[src/dlr_pkg.sv]
// Shared types, constants and codes for the DDA line rasterizer.
package dlr_pkg;

	localparam int COORD_W        = 15;
	localparam int COLOR_W        = 8;
	localparam int PITCH_W        = 15;
	localparam int ADDR_W         = 32;
	localparam int CFG_DATA_W     = 32;
	localparam int CFG_IDX_W      = 1;
	localparam int COORD_BITS_DEF = 15;
	localparam int CMD_DEPTH_DEF  = 4;
	localparam int OUT_DEPTH_DEF  = 4;

	localparam logic [PITCH_W-1:0] PITCH_RESET = PITCH_W'(1024);
	localparam logic [ADDR_W-1:0]  BASE_RESET  = '0;

	typedef enum logic {
		ACT_START = 1'b0,
		ACT_STEP  = 1'b1
	} action_t;

	typedef enum logic [CFG_IDX_W-1:0] {
		REG_ROW_PITCH  = 1'b0,
		REG_FRAME_BASE = 1'b1
	} cfg_reg_t;

	// Command from the front part to the back part
	typedef struct packed {
		action_t                    op;
		logic                       last;
		logic [COORD_W-1:0]         org_x;
		logic [COORD_W-1:0]         org_y;
		logic signed [COORD_W:0]    dlt_x;
		logic signed [COORD_W:0]    dlt_y;
		logic [COORD_W-1:0]         steps;
		logic [COLOR_W-1:0]         color;
	} cmd_t;

	// Finished pixel waiting in the output queue
	typedef struct packed {
		logic [COORD_W-1:0] x;
		logic [COORD_W-1:0] y;
		logic [ADDR_W-1:0]  addr;
		logic [COLOR_W-1:0] color;
		logic               last;
	} pix_t;

	typedef struct packed {
		logic [PITCH_W-1:0] row_pitch;
		logic [ADDR_W-1:0]  frame_base;
	} cfg_t;

endpackage

[src/dda_line_rasterizer_unit.sv]
// Top level of the DDA line rasterizer: front, command queue, back, output queue.
//
// Channel   Direction  Handshake             Payload
// ------    ---------  --------------------  -----------------------------------------
// input     in         push / full           action, x_start, y_start, x_end, y_end, color
// result    out        empty / pop           pixel_x, pixel_y, pixel_address, pixel_color, last
// config    in         cfg_we                cfg_idx, cfg_wdata (row_pitch, frame_base)
//
// One request is taken per clock while full is low. After its advance request is accepted, a
// pixel passes the command queue, remainder step, pitch multiply, then the base add on the
// way into the output queue. The single-step remainder update sets the one-pixel-per-clock
// rate while the output queue has room.
// Reset clears the control state and sets row_pitch to 1024, frame_base to 0.
// Stalls on pop back up through the output queue and the command queue to full.
module dda_line_rasterizer_unit
	import dlr_pkg::*;
#(
	parameter int COORD_BITS = COORD_BITS_DEF,
	parameter int CMD_DEPTH  = CMD_DEPTH_DEF,
	parameter int OUT_DEPTH  = OUT_DEPTH_DEF
) (
	input  logic                  clk,
	input  logic                  arst_n,
	// configuration
	input  logic                  cfg_we,
	input  logic [CFG_IDX_W-1:0]  cfg_idx,
	input  logic [CFG_DATA_W-1:0] cfg_wdata,
	// input queue side
	input  logic                  push,
	output logic                  full,
	input  logic                  action,
	input  logic [COORD_W-1:0]    x_start,
	input  logic [COORD_W-1:0]    y_start,
	input  logic [COORD_W-1:0]    x_end,
	input  logic [COORD_W-1:0]    y_end,
	input  logic [COLOR_W-1:0]    color,
	// result queue side
	output logic                  empty,
	input  logic                  pop,
	output logic [COORD_W-1:0]    pixel_x,
	output logic [COORD_W-1:0]    pixel_y,
	output logic [ADDR_W-1:0]     pixel_address,
	output logic [COLOR_W-1:0]    pixel_color,
	output logic                  last
);
	localparam int OCNT_W = $clog2(OUT_DEPTH+1);
	localparam int CCNT_W = $clog2(CMD_DEPTH+1);

	cfg_t cfg_q;

	// Configuration registers: the user must write them only while the block is idle; the block does not enforce it.
	always_ff @(posedge clk or negedge arst_n) begin
		if (!arst_n) begin
			cfg_q.row_pitch  <= PITCH_RESET;
			cfg_q.frame_base <= BASE_RESET;
		end else if (cfg_we) begin
			case (cfg_reg_t'(cfg_idx))
				REG_ROW_PITCH:  cfg_q.row_pitch  <= cfg_wdata[PITCH_W-1:0];
				REG_FRAME_BASE: cfg_q.frame_base <= cfg_wdata[ADDR_W-1:0];
				default: ;
			endcase
		end
	end

	// Front: classify each request, set up lines, drop zero-length starts and steps with no line.
	logic  cmd_wr, cmd_full, cmd_empty, cmd_pop;
	cmd_t  cmd_wdata, cmd_rdata;
	logic [CCNT_W-1:0] cmd_count;

	dlr_front #(
		.COORD_BITS(COORD_BITS)
	) u_front (
		.clk      (clk),
		.arst_n   (arst_n),
		.push     (push),
		.action   (action),
		.x_start  (x_start),
		.y_start  (y_start),
		.x_end    (x_end),
		.y_end    (y_end),
		.color    (color),
		.cmd_full (cmd_full),
		.cmd_wr   (cmd_wr),
		.cmd_data (cmd_wdata)
	);

	assign full = cmd_full;

	// Command queue between the two halves.
	dlr_fifo #(
		.WIDTH($bits(cmd_t)),
		.DEPTH(CMD_DEPTH)
	) u_cmd_q (
		.clk     (clk),
		.arst_n  (arst_n),
		.wr_en   (cmd_wr),
		.wr_data (cmd_wdata),
		.rd_en   (cmd_pop),
		.rd_data (cmd_rdata),
		.count   (cmd_count),
		.full    (cmd_full),
		.empty   (cmd_empty)
	);

	// Back: advance the remainders and form the byte address.
	logic              out_wr, out_full, out_empty;
	pix_t              out_wdata, out_rdata;
	logic [OCNT_W-1:0] out_count;
	logic              out_rd;

	dlr_back #(
		.COORD_BITS(COORD_BITS),
		.OUT_DEPTH (OUT_DEPTH)
	) u_back (
		.clk       (clk),
		.arst_n    (arst_n),
		.cfg       (cfg_q),
		.cmd_empty (cmd_empty),
		.cmd       (cmd_rdata),
		.cmd_pop   (cmd_pop),
		.out_count (out_count),
		.out_wr    (out_wr),
		.out_data  (out_wdata)
	);

	// Output queue: credit check in the back keeps it from overflowing.
	assign out_rd = pop && !out_empty;

	dlr_fifo #(
		.WIDTH($bits(pix_t)),
		.DEPTH(OUT_DEPTH)
	) u_out_q (
		.clk     (clk),
		.arst_n  (arst_n),
		.wr_en   (out_wr && !out_full),
		.wr_data (out_wdata),
		.rd_en   (out_rd),
		.rd_data (out_rdata),
		.count   (out_count),
		.full    (out_full),
		.empty   (out_empty)
	);

	assign empty         = out_empty;
	assign pixel_x       = out_rdata.x;
	assign pixel_y       = out_rdata.y;
	assign pixel_address = out_rdata.addr;
	assign pixel_color   = out_rdata.color;
	assign last          = out_rdata.last;

endmodule

[src/dlr_fifo.sv]
// Small flip-flop queue with registered storage and an occupancy count.
module dlr_fifo
	import dlr_pkg::*;
#(
	parameter int WIDTH = 8,
	parameter int DEPTH = 4
) (
	input  logic                         clk,
	input  logic                         arst_n,
	input  logic                         wr_en,
	input  logic [WIDTH-1:0]             wr_data,
	input  logic                         rd_en,
	output logic [WIDTH-1:0]             rd_data,
	output logic [$clog2(DEPTH+1)-1:0]   count,
	output logic                         full,
	output logic                         empty
);
	localparam int PTR_W = (DEPTH > 1) ? $clog2(DEPTH) : 1;
	localparam int CNT_W = $clog2(DEPTH+1);

	logic [WIDTH-1:0] mem_q [DEPTH];
	logic [PTR_W-1:0] wr_ptr_q, rd_ptr_q;
	logic [CNT_W-1:0] count_q;

	function automatic logic [PTR_W-1:0] ptr_inc(input logic [PTR_W-1:0] p);
		if (p == PTR_W'(DEPTH - 1)) begin
			return '0;
		end
		return p + PTR_W'(1);
	endfunction

	always_ff @(posedge clk or negedge arst_n) begin
		if (!arst_n) begin
			wr_ptr_q <= '0;
			rd_ptr_q <= '0;
			count_q  <= '0;
		end else begin
			if (wr_en) begin
				wr_ptr_q <= ptr_inc(wr_ptr_q);
			end
			if (rd_en) begin
				rd_ptr_q <= ptr_inc(rd_ptr_q);
			end
			if (wr_en && !rd_en) begin
				count_q <= count_q + CNT_W'(1);
			end else if (rd_en && !wr_en) begin
				count_q <= count_q - CNT_W'(1);
			end
		end
	end

	always_ff @(posedge clk) begin
		if (wr_en) begin
			mem_q[wr_ptr_q] <= wr_data;
		end
	end

	assign rd_data = mem_q[rd_ptr_q];
	assign count   = count_q;
	assign full    = (count_q == CNT_W'(DEPTH));
	assign empty   = (count_q == '0);

endmodule

[src/dlr_front.sv]
// Front part: accept items, set up lines and track the pixel count.
module dlr_front
	import dlr_pkg::*;
#(
	parameter int COORD_BITS = COORD_BITS_DEF
) (
	input  logic               clk,
	input  logic               arst_n,
	input  logic               push,
	input  logic               action,
	input  logic [COORD_W-1:0] x_start,
	input  logic [COORD_W-1:0] y_start,
	input  logic [COORD_W-1:0] x_end,
	input  logic [COORD_W-1:0] y_end,
	input  logic [COLOR_W-1:0] color,
	input  logic               cmd_full,
	output logic               cmd_wr,
	output cmd_t               cmd_data
);
	localparam int CB = COORD_BITS;

	logic          active_q;
	logic [CB-1:0] idx_q;
	logic [CB-1:0] total_q;

	logic                accept, is_start;
	logic [CB-1:0]       xs, ys, xe, ye;
	logic signed [CB:0]  dx, dy;
	logic [CB:0]         ax, ay;
	logic [CB-1:0]       steps;
	logic [CB:0]         k;
	logic                fin;

	always_comb begin
		accept   = push && !cmd_full;
		is_start = (action_t'(action) == ACT_START);
		xs = x_start[CB-1:0];
		ys = y_start[CB-1:0];
		xe = x_end[CB-1:0];
		ye = y_end[CB-1:0];
		dx = $signed({1'b0, xe}) - $signed({1'b0, xs});
		dy = $signed({1'b0, ye}) - $signed({1'b0, ys});
		ax = dx[CB] ? (CB+1)'(-dx) : dx;
		ay = dy[CB] ? (CB+1)'(-dy) : dy;
		steps = (ax > ay) ? ax[CB-1:0] : ay[CB-1:0];
		k   = {1'b0, idx_q} + (CB+1)'(1);
		fin = (k >= {1'b0, total_q});
	end

	always_comb begin
		cmd_data = '0;
		if (is_start) begin
			cmd_data.op    = ACT_START;
			cmd_data.org_x = COORD_W'(xs);
			cmd_data.org_y = COORD_W'(ys);
			cmd_data.dlt_x = (COORD_W+1)'(dx);
			cmd_data.dlt_y = (COORD_W+1)'(dy);
			cmd_data.steps = COORD_W'(steps);
			cmd_data.color = color;
		end else begin
			cmd_data.op   = ACT_STEP;
			cmd_data.last = fin;
		end
		// drop zero-length starts and steps with no line in progress
		cmd_wr = accept && (is_start ? (steps != '0) : active_q);
	end

	always_ff @(posedge clk or negedge arst_n) begin
		if (!arst_n) begin
			active_q <= 1'b0;
			idx_q    <= '0;
			total_q  <= '0;
		end else if (accept) begin
			if (is_start) begin
				active_q <= (steps != '0);
				idx_q    <= '0;
				total_q  <= steps;
			end else if (active_q) begin
				idx_q <= k[CB-1:0];
				if (fin) begin
					active_q <= 1'b0;
				end
			end
		end
	end

endmodule

[src/dlr_back.sv]
// Back part: remainder stepping, address pipeline, output queue writes.
module dlr_back
	import dlr_pkg::*;
#(
	parameter int COORD_BITS = COORD_BITS_DEF,
	parameter int OUT_DEPTH  = OUT_DEPTH_DEF
) (
	input  logic                           clk,
	input  logic                           arst_n,
	input  cfg_t                           cfg,
	input  logic                           cmd_empty,
	input  cmd_t                           cmd,
	output logic                           cmd_pop,
	input  logic [$clog2(OUT_DEPTH+1)-1:0] out_count,
	output logic                           out_wr,
	output pix_t                           out_data
);
	localparam int CB    = COORD_BITS;
	localparam int RW    = CB + 3;
	localparam int CNT_W = $clog2(OUT_DEPTH+1) + 2;
	localparam int PRD_W = PITCH_W + CB;

	// line state
	logic [CB-1:0]        org_x_q, org_y_q;
	logic signed [RW-1:0] dx2_q, dy2_q;
	logic [CB:0]          s2_q;
	logic [CB:0]          rem_x_q, rem_y_q;
	logic signed [CB:0]   off_x_q, off_y_q;
	logic [COLOR_W-1:0]   color_q;

	// pipeline
	logic               v_s1, v_s2;
	logic [CB-1:0]      px_s1, py_s1, px_s2;
	logic [PRD_W-1:0]   prod_s2;
	logic [COLOR_W-1:0] color_s1, color_s2;
	logic               last_s1, last_s2;

	logic               is_step, do_step;
	logic [CNT_W-1:0]   in_flight;
	logic [CB:0]        rem_x_n, rem_y_n;
	logic signed [CB:0] off_x_n, off_y_n;
	logic [CB:0]        px_n, py_n;

	// one correction keeps the remainder in range since |2d| <= 2*steps
	function automatic void step_axis(
		input  logic [CB:0]          rem,
		input  logic signed [RW-1:0] d2,
		input  logic [CB:0]          den,
		input  logic signed [CB:0]   off,
		output logic [CB:0]          rem_n,
		output logic signed [CB:0]   off_n
	);
		logic signed [RW-1:0] sum;
		logic signed [RW-1:0] den_s;
		begin
			den_s = $signed({2'b00, den});
			sum   = $signed({2'b00, rem}) + d2;
			if (sum >= den_s) begin
				rem_n = (CB+1)'(sum - den_s);
				off_n = off + (CB+1)'(1);
			end else if (sum < 0) begin
				rem_n = (CB+1)'(sum + den_s);
				off_n = off - (CB+1)'(1);
			end else begin
				rem_n = (CB+1)'(sum);
				off_n = off;
			end
		end
	endfunction

	always_comb begin
		is_step   = (cmd.op == ACT_STEP);
		in_flight = CNT_W'(out_count) + CNT_W'(v_s1) + CNT_W'(v_s2);
		// hold step commands until the output queue has room for them
		cmd_pop = !cmd_empty && (!is_step || (in_flight < CNT_W'(OUT_DEPTH)));
		do_step = cmd_pop && is_step;
		step_axis(rem_x_q, dx2_q, s2_q, off_x_q, rem_x_n, off_x_n);
		step_axis(rem_y_q, dy2_q, s2_q, off_y_q, rem_y_n, off_y_n);
		px_n = $signed({1'b0, org_x_q}) + off_x_n;
		py_n = $signed({1'b0, org_y_q}) + off_y_n;
	end

	always_ff @(posedge clk or negedge arst_n) begin
		if (!arst_n) begin
			v_s1 <= 1'b0;
			v_s2 <= 1'b0;
		end else begin
			v_s1 <= do_step;
			v_s2 <= v_s1;
		end
	end

	always_ff @(posedge clk) begin
		if (cmd_pop) begin
			if (is_step) begin
				rem_x_q <= rem_x_n;
				rem_y_q <= rem_y_n;
				off_x_q <= off_x_n;
				off_y_q <= off_y_n;
			end else begin
				org_x_q <= cmd.org_x[CB-1:0];
				org_y_q <= cmd.org_y[CB-1:0];
				// sign-extend the doubled delta
				dx2_q   <= RW'($signed({cmd.dlt_x[CB:0], 1'b0}));
				dy2_q   <= RW'($signed({cmd.dlt_y[CB:0], 1'b0}));
				s2_q    <= {cmd.steps[CB-1:0], 1'b0};
				rem_x_q <= {1'b0, cmd.steps[CB-1:0]};
				rem_y_q <= {1'b0, cmd.steps[CB-1:0]};
				off_x_q <= '0;
				off_y_q <= '0;
				color_q <= cmd.color;
			end
		end
		px_s1    <= px_n[CB-1:0];
		py_s1    <= py_n[CB-1:0];
		color_s1 <= color_q;
		last_s1  <= cmd.last;
		px_s2    <= px_s1;
		prod_s2  <= PRD_W'(cfg.row_pitch) * PRD_W'(py_s1);
		color_s2 <= color_s1;
		last_s2  <= last_s1;
	end

	logic [CB-1:0] py_s2;
	always_ff @(posedge clk) begin
		py_s2 <= py_s1;
	end

	always_comb begin
		out_wr         = v_s2;
		out_data.x     = COORD_W'(px_s2);
		out_data.y     = COORD_W'(py_s2);
		out_data.addr  = cfg.frame_base + ADDR_W'(prod_s2) + ADDR_W'(px_s2);
		out_data.color = color_s2;
		out_data.last  = last_s2;
	end

endmodule
[config.mk]
export PLATFORM = sky130hd
export DESIGN_NAME = dda_line_rasterizer_unit
export DESIGN_NICKNAME = d
export VERILOG_FILES = /design/src/dlr_pkg.sv /design/src/dda_line_rasterizer_unit.sv /design/src/dlr_fifo.sv /design/src/dlr_front.sv /design/src/dlr_back.sv
export SDC_FILE = /design/constraint.sdc
export NUM_CORES = 2
export LEC_CHECK = 0
export BUFFER_PORTS_ARGS = -buffer_cell sky130_fd_sc_hd__buf_2
export CAP_MARGIN = 10
export CORE_UTILIZATION = 45
export CTS_BUF_LIST = sky130_fd_sc_hd__clkbuf_4 sky130_fd_sc_hd__clkbuf_8
export DETAILED_ROUTE_END_ITERATION = 8
export PLACE_DENSITY = 0.59
export SETUP_SLACK_MARGIN = 0.3
export SYNTH_ARGS = -nofsm -noshare
export SYNTH_HDL_FRONTEND = slang
export SYNTH_SLANG_ARGS = --single-unit
[constraint.sdc]
create_clock -name clk -period 13.33 [get_ports clk]
set_clock_uncertainty 0.1 [all_clocks]
set_input_delay 0 -clock clk [delete_from_list [all_inputs] [get_ports clk]]
set_output_delay 0 -clock clk [all_outputs]
set_load 0.02 [all_outputs]
==> metrics.cfg <==
[run_status]
status = complete, no violations

[critical_path]
required_ps = 13960
ff2ff_path_depth = 31
crit_arrival_ps = 9150
r2r_start = u_back.rem_y_q[1]$_DFFE_PP_
crit_type = reg -> reg
timing.rr.end = u_back.py_s1[14]$_DFF_P_
reg2reg_slack_ps = 4810
crit_fanout = 13
worst_path_most_repeated_cell = a21oi_1
slowest_stage = or4b_2
endpoint_kind = register
crit_path_max_incr_delay_ps = 690
startpoint_type = register

[clocking]
cts_tree = yes
cts_inserted_buffers = 161
clk_pin_slew_worst_paths_ps = 60
cts.path.max_buffers = 3
cts_resized = 0
h-tree-depth = 4
numClockSinks = 980
insertion_delay_ps = 870
post_cts_buffers = 0
root_buffer = clkbuf_8

[cells_and_area]
seqCellArea_um2 = 27900
multi_input_area_um2 = 23000
layout-drive-gt1-share = 0.165
area_growth_pct = 14.9
fillers = 9825
nets = 5003

[global_routing]
grt_pass1_vias = 33300
overflow = 0
grt_start_max_net_pins = 63
track_usage = 0.212
grt_antenna_before_repair = 5
grt_pass1_wl_um = 192000

[die]
dieArea_um2 = 118000
ios = 180
start_util = 0.457
fp.dieW_um = 344
die_h_um = 344
rows = 124
core_area_um2 = 115000

[hold_path]
hold_path.startpoint = y_start[2]
min_to = u_cmd_q.mem_q[0][57]$_DFFE_PP_
hp-class = in -> reg
whs_path_depth = 4

[synthesis]
synth_common_cells = edfxtp_1, ha_1, inv_1, nand2_1, nor2_1
synth_seq_cells = 980
synthCells = 3940
syn_area_um2 = 52500
synth_fp_nets = 4581
yosysSeqAreaShare = 0.531
yosysTopAreaCell = edfxtp_1
yosys_warnings = 0
postSynthAreaPerCell_um2 = 13.3
yosys.area.top_type_share = 0.445
synth-main-ff-cell = edfxtp_1
synthTopCellsByArea = edfxtp_1, ha_1, fa_1
synthArstFlopShare = 0.0959
synth_most_common_cell = edfxtp_1
synth_cell_types = 90
synth_edf_count = 778

[route]
wl_per_cell_um = 20.5
drt_pass1_iterations = 5
wl_um = 123000
vias = 32200
ant_nets = 0
post_drt_via_cell_ratio = 5.35
drcViolationCount = 0
drt_iter0_markers = 1843

[job]
maxCapViolCount = 0

[sta]
max_freq_mhz = 117
min_period_ps = 8520
setup_tns_ps = 0
rsz0062_at_grt = false
hold_viol_final = 0
final-setup-viol-count = 0
setup_ws_ps = 4810
tightest_slew_ps = 1140
fin_crit_sh = 0.639
slew_headroom = 0.234
maxSlewViolCount = 0

[place]
place.gp.congestion = 0.880
post-dp-hpwl_um = 85500
pre_cts_ws_ps = 4850
port_buffers = 179

## cell families after synthesis
kind of cell,count (synthesis),synth area share
flip-flops,980,0.531
AND/OR/NAND/NOR,898,0.0821
AO/OA/AOI/OAI,623,0.0793
adder cells (fa/ha/maj),534,0.155
buffers and inverters,454,0.0329
multiplexers,226,0.0821
XOR/XNOR,225,0.0377
## cell type report
cell class | instances | share of cell area
Clock buffer | 221 | 0.0463
Antenna cell | 5 | 0.000207
Tap cell | 1512 | 0.0314
Timing Repair Buffer | 395 | 0.0497
Clock inverter | 76 | 0.00956
Inverter | 318 | 0.0198
Sequential cell | 980 | 0.462
Multi-Input combinational cell | 2506 | 0.381
## worst max-delay path by stage
stage	startpoint	endpoint	slack, ps	depth (start not counted)
global placement	u_back.rem_y_q[1]$_DFFE_PP_	u_back.py_s1[14]$_DFF_P_	4960	31
global route	u_back.rem_y_q[1]$_DFFE_PP_	u_back.py_s1[14]$_DFF_P_	4100	33
detailed placement	u_back.rem_y_q[1]$_DFFE_PP_	u_back.py_s1[14]$_DFF_P_	4850	31
finish	u_back.rem_y_q[1]$_DFFE_PP_	u_back.py_s1[14]$_DFF_P_	4810	31
CTS	u_back.rem_y_q[1]$_DFFE_PP_	u_back.py_s1[14]$_DFF_P_	4830	31
floorplan	x_end[0]	u_cmd_q.mem_q[0][0]$_DFFE_PP_	4340	27
## per-layer routing
metal | up-vias | share of wire | routed length, um | GRT usage
met5 | - | 0 | 0 | 0
met4 | 0 | 0.024 | 2940 | 0.0636
met3 | 194 | 0.039 | 4840 | 0.0314
met2 | 695 | 0.50 | 61100 | 0.360
met1 | 16100 | 0.44 | 54500 | 0.280
li1 | 15200 | - | - | -
## stage by stage
stage	utilization	instance area, um2	cells	hold WS [ps]
floorplan	-	52500	3940	-396
global placement	0.479	55100	5524	-94.4
detailed placement	0.479	55100	5524	-92.4
CTS	0.525	60300	6008	7.37
global route	0.525	60300	6012	83.1
finish	0.525	60300	6013	113
## layout by cell type (no fill, tap or decap), types with 31 or more instances in the layout
master / n
buf_2: 177
mux4_2: 157
nor3_1: 48
fa_1: 195
dlygate4sd3_1: 186
and2_1: 147
clkbuf_4: 40
nand2b_1: 31
a21o_1: 62
edfxtp_1: 778
nor2_1: 226
xor2_1: 77
o21bai_1: 37
mux2_2: 52
o21ai_0: 98
nor2b_1: 33
buf_4: 31
dfrtp_1: 89
nand3_1: 44
xnor2_1: 147
ha_1: 339
clkbuf_8: 181
nand2_1: 267
dfxtp_1: 108
inv_1: 318
a21oi_1: 195
## flip-flops by register name, indices dropped and copies added (netlist names), 16 cells and up
signal / flops
u_cmd_q.mem_q: 348
u_out_q.mem_q: 284
cfg_q: 47
u_back.prod_s2: 30
u_back.dx2_q: 16
u_back.dy2_q: 16
u_back.rem_y_q: 16
## critical path: cells and delay by family (launching register included)
| family | cells | cell delay (ps) |
|---|---|---|
| buffers and inverters | 1 | 340 |
| AND/OR/NAND/NOR | 10 | 2590 |
| AO/OA/AOI/OAI | 14 | 3310 |
| flip-flops | 1 | 370 |
| XOR/XNOR | 2 | 350 |
| adder cells (fa/ha/maj) | 4 | 1350 |
## what timing repair did
action	in CTS	in global routing
endpoints found under the setup margin	0	0
hold endpoints to repair	455	0
hold buffers	187	0
Power is not shown: default switching activity piles up to over one toggle a cycle in this logic, so the estimate is an artifact.
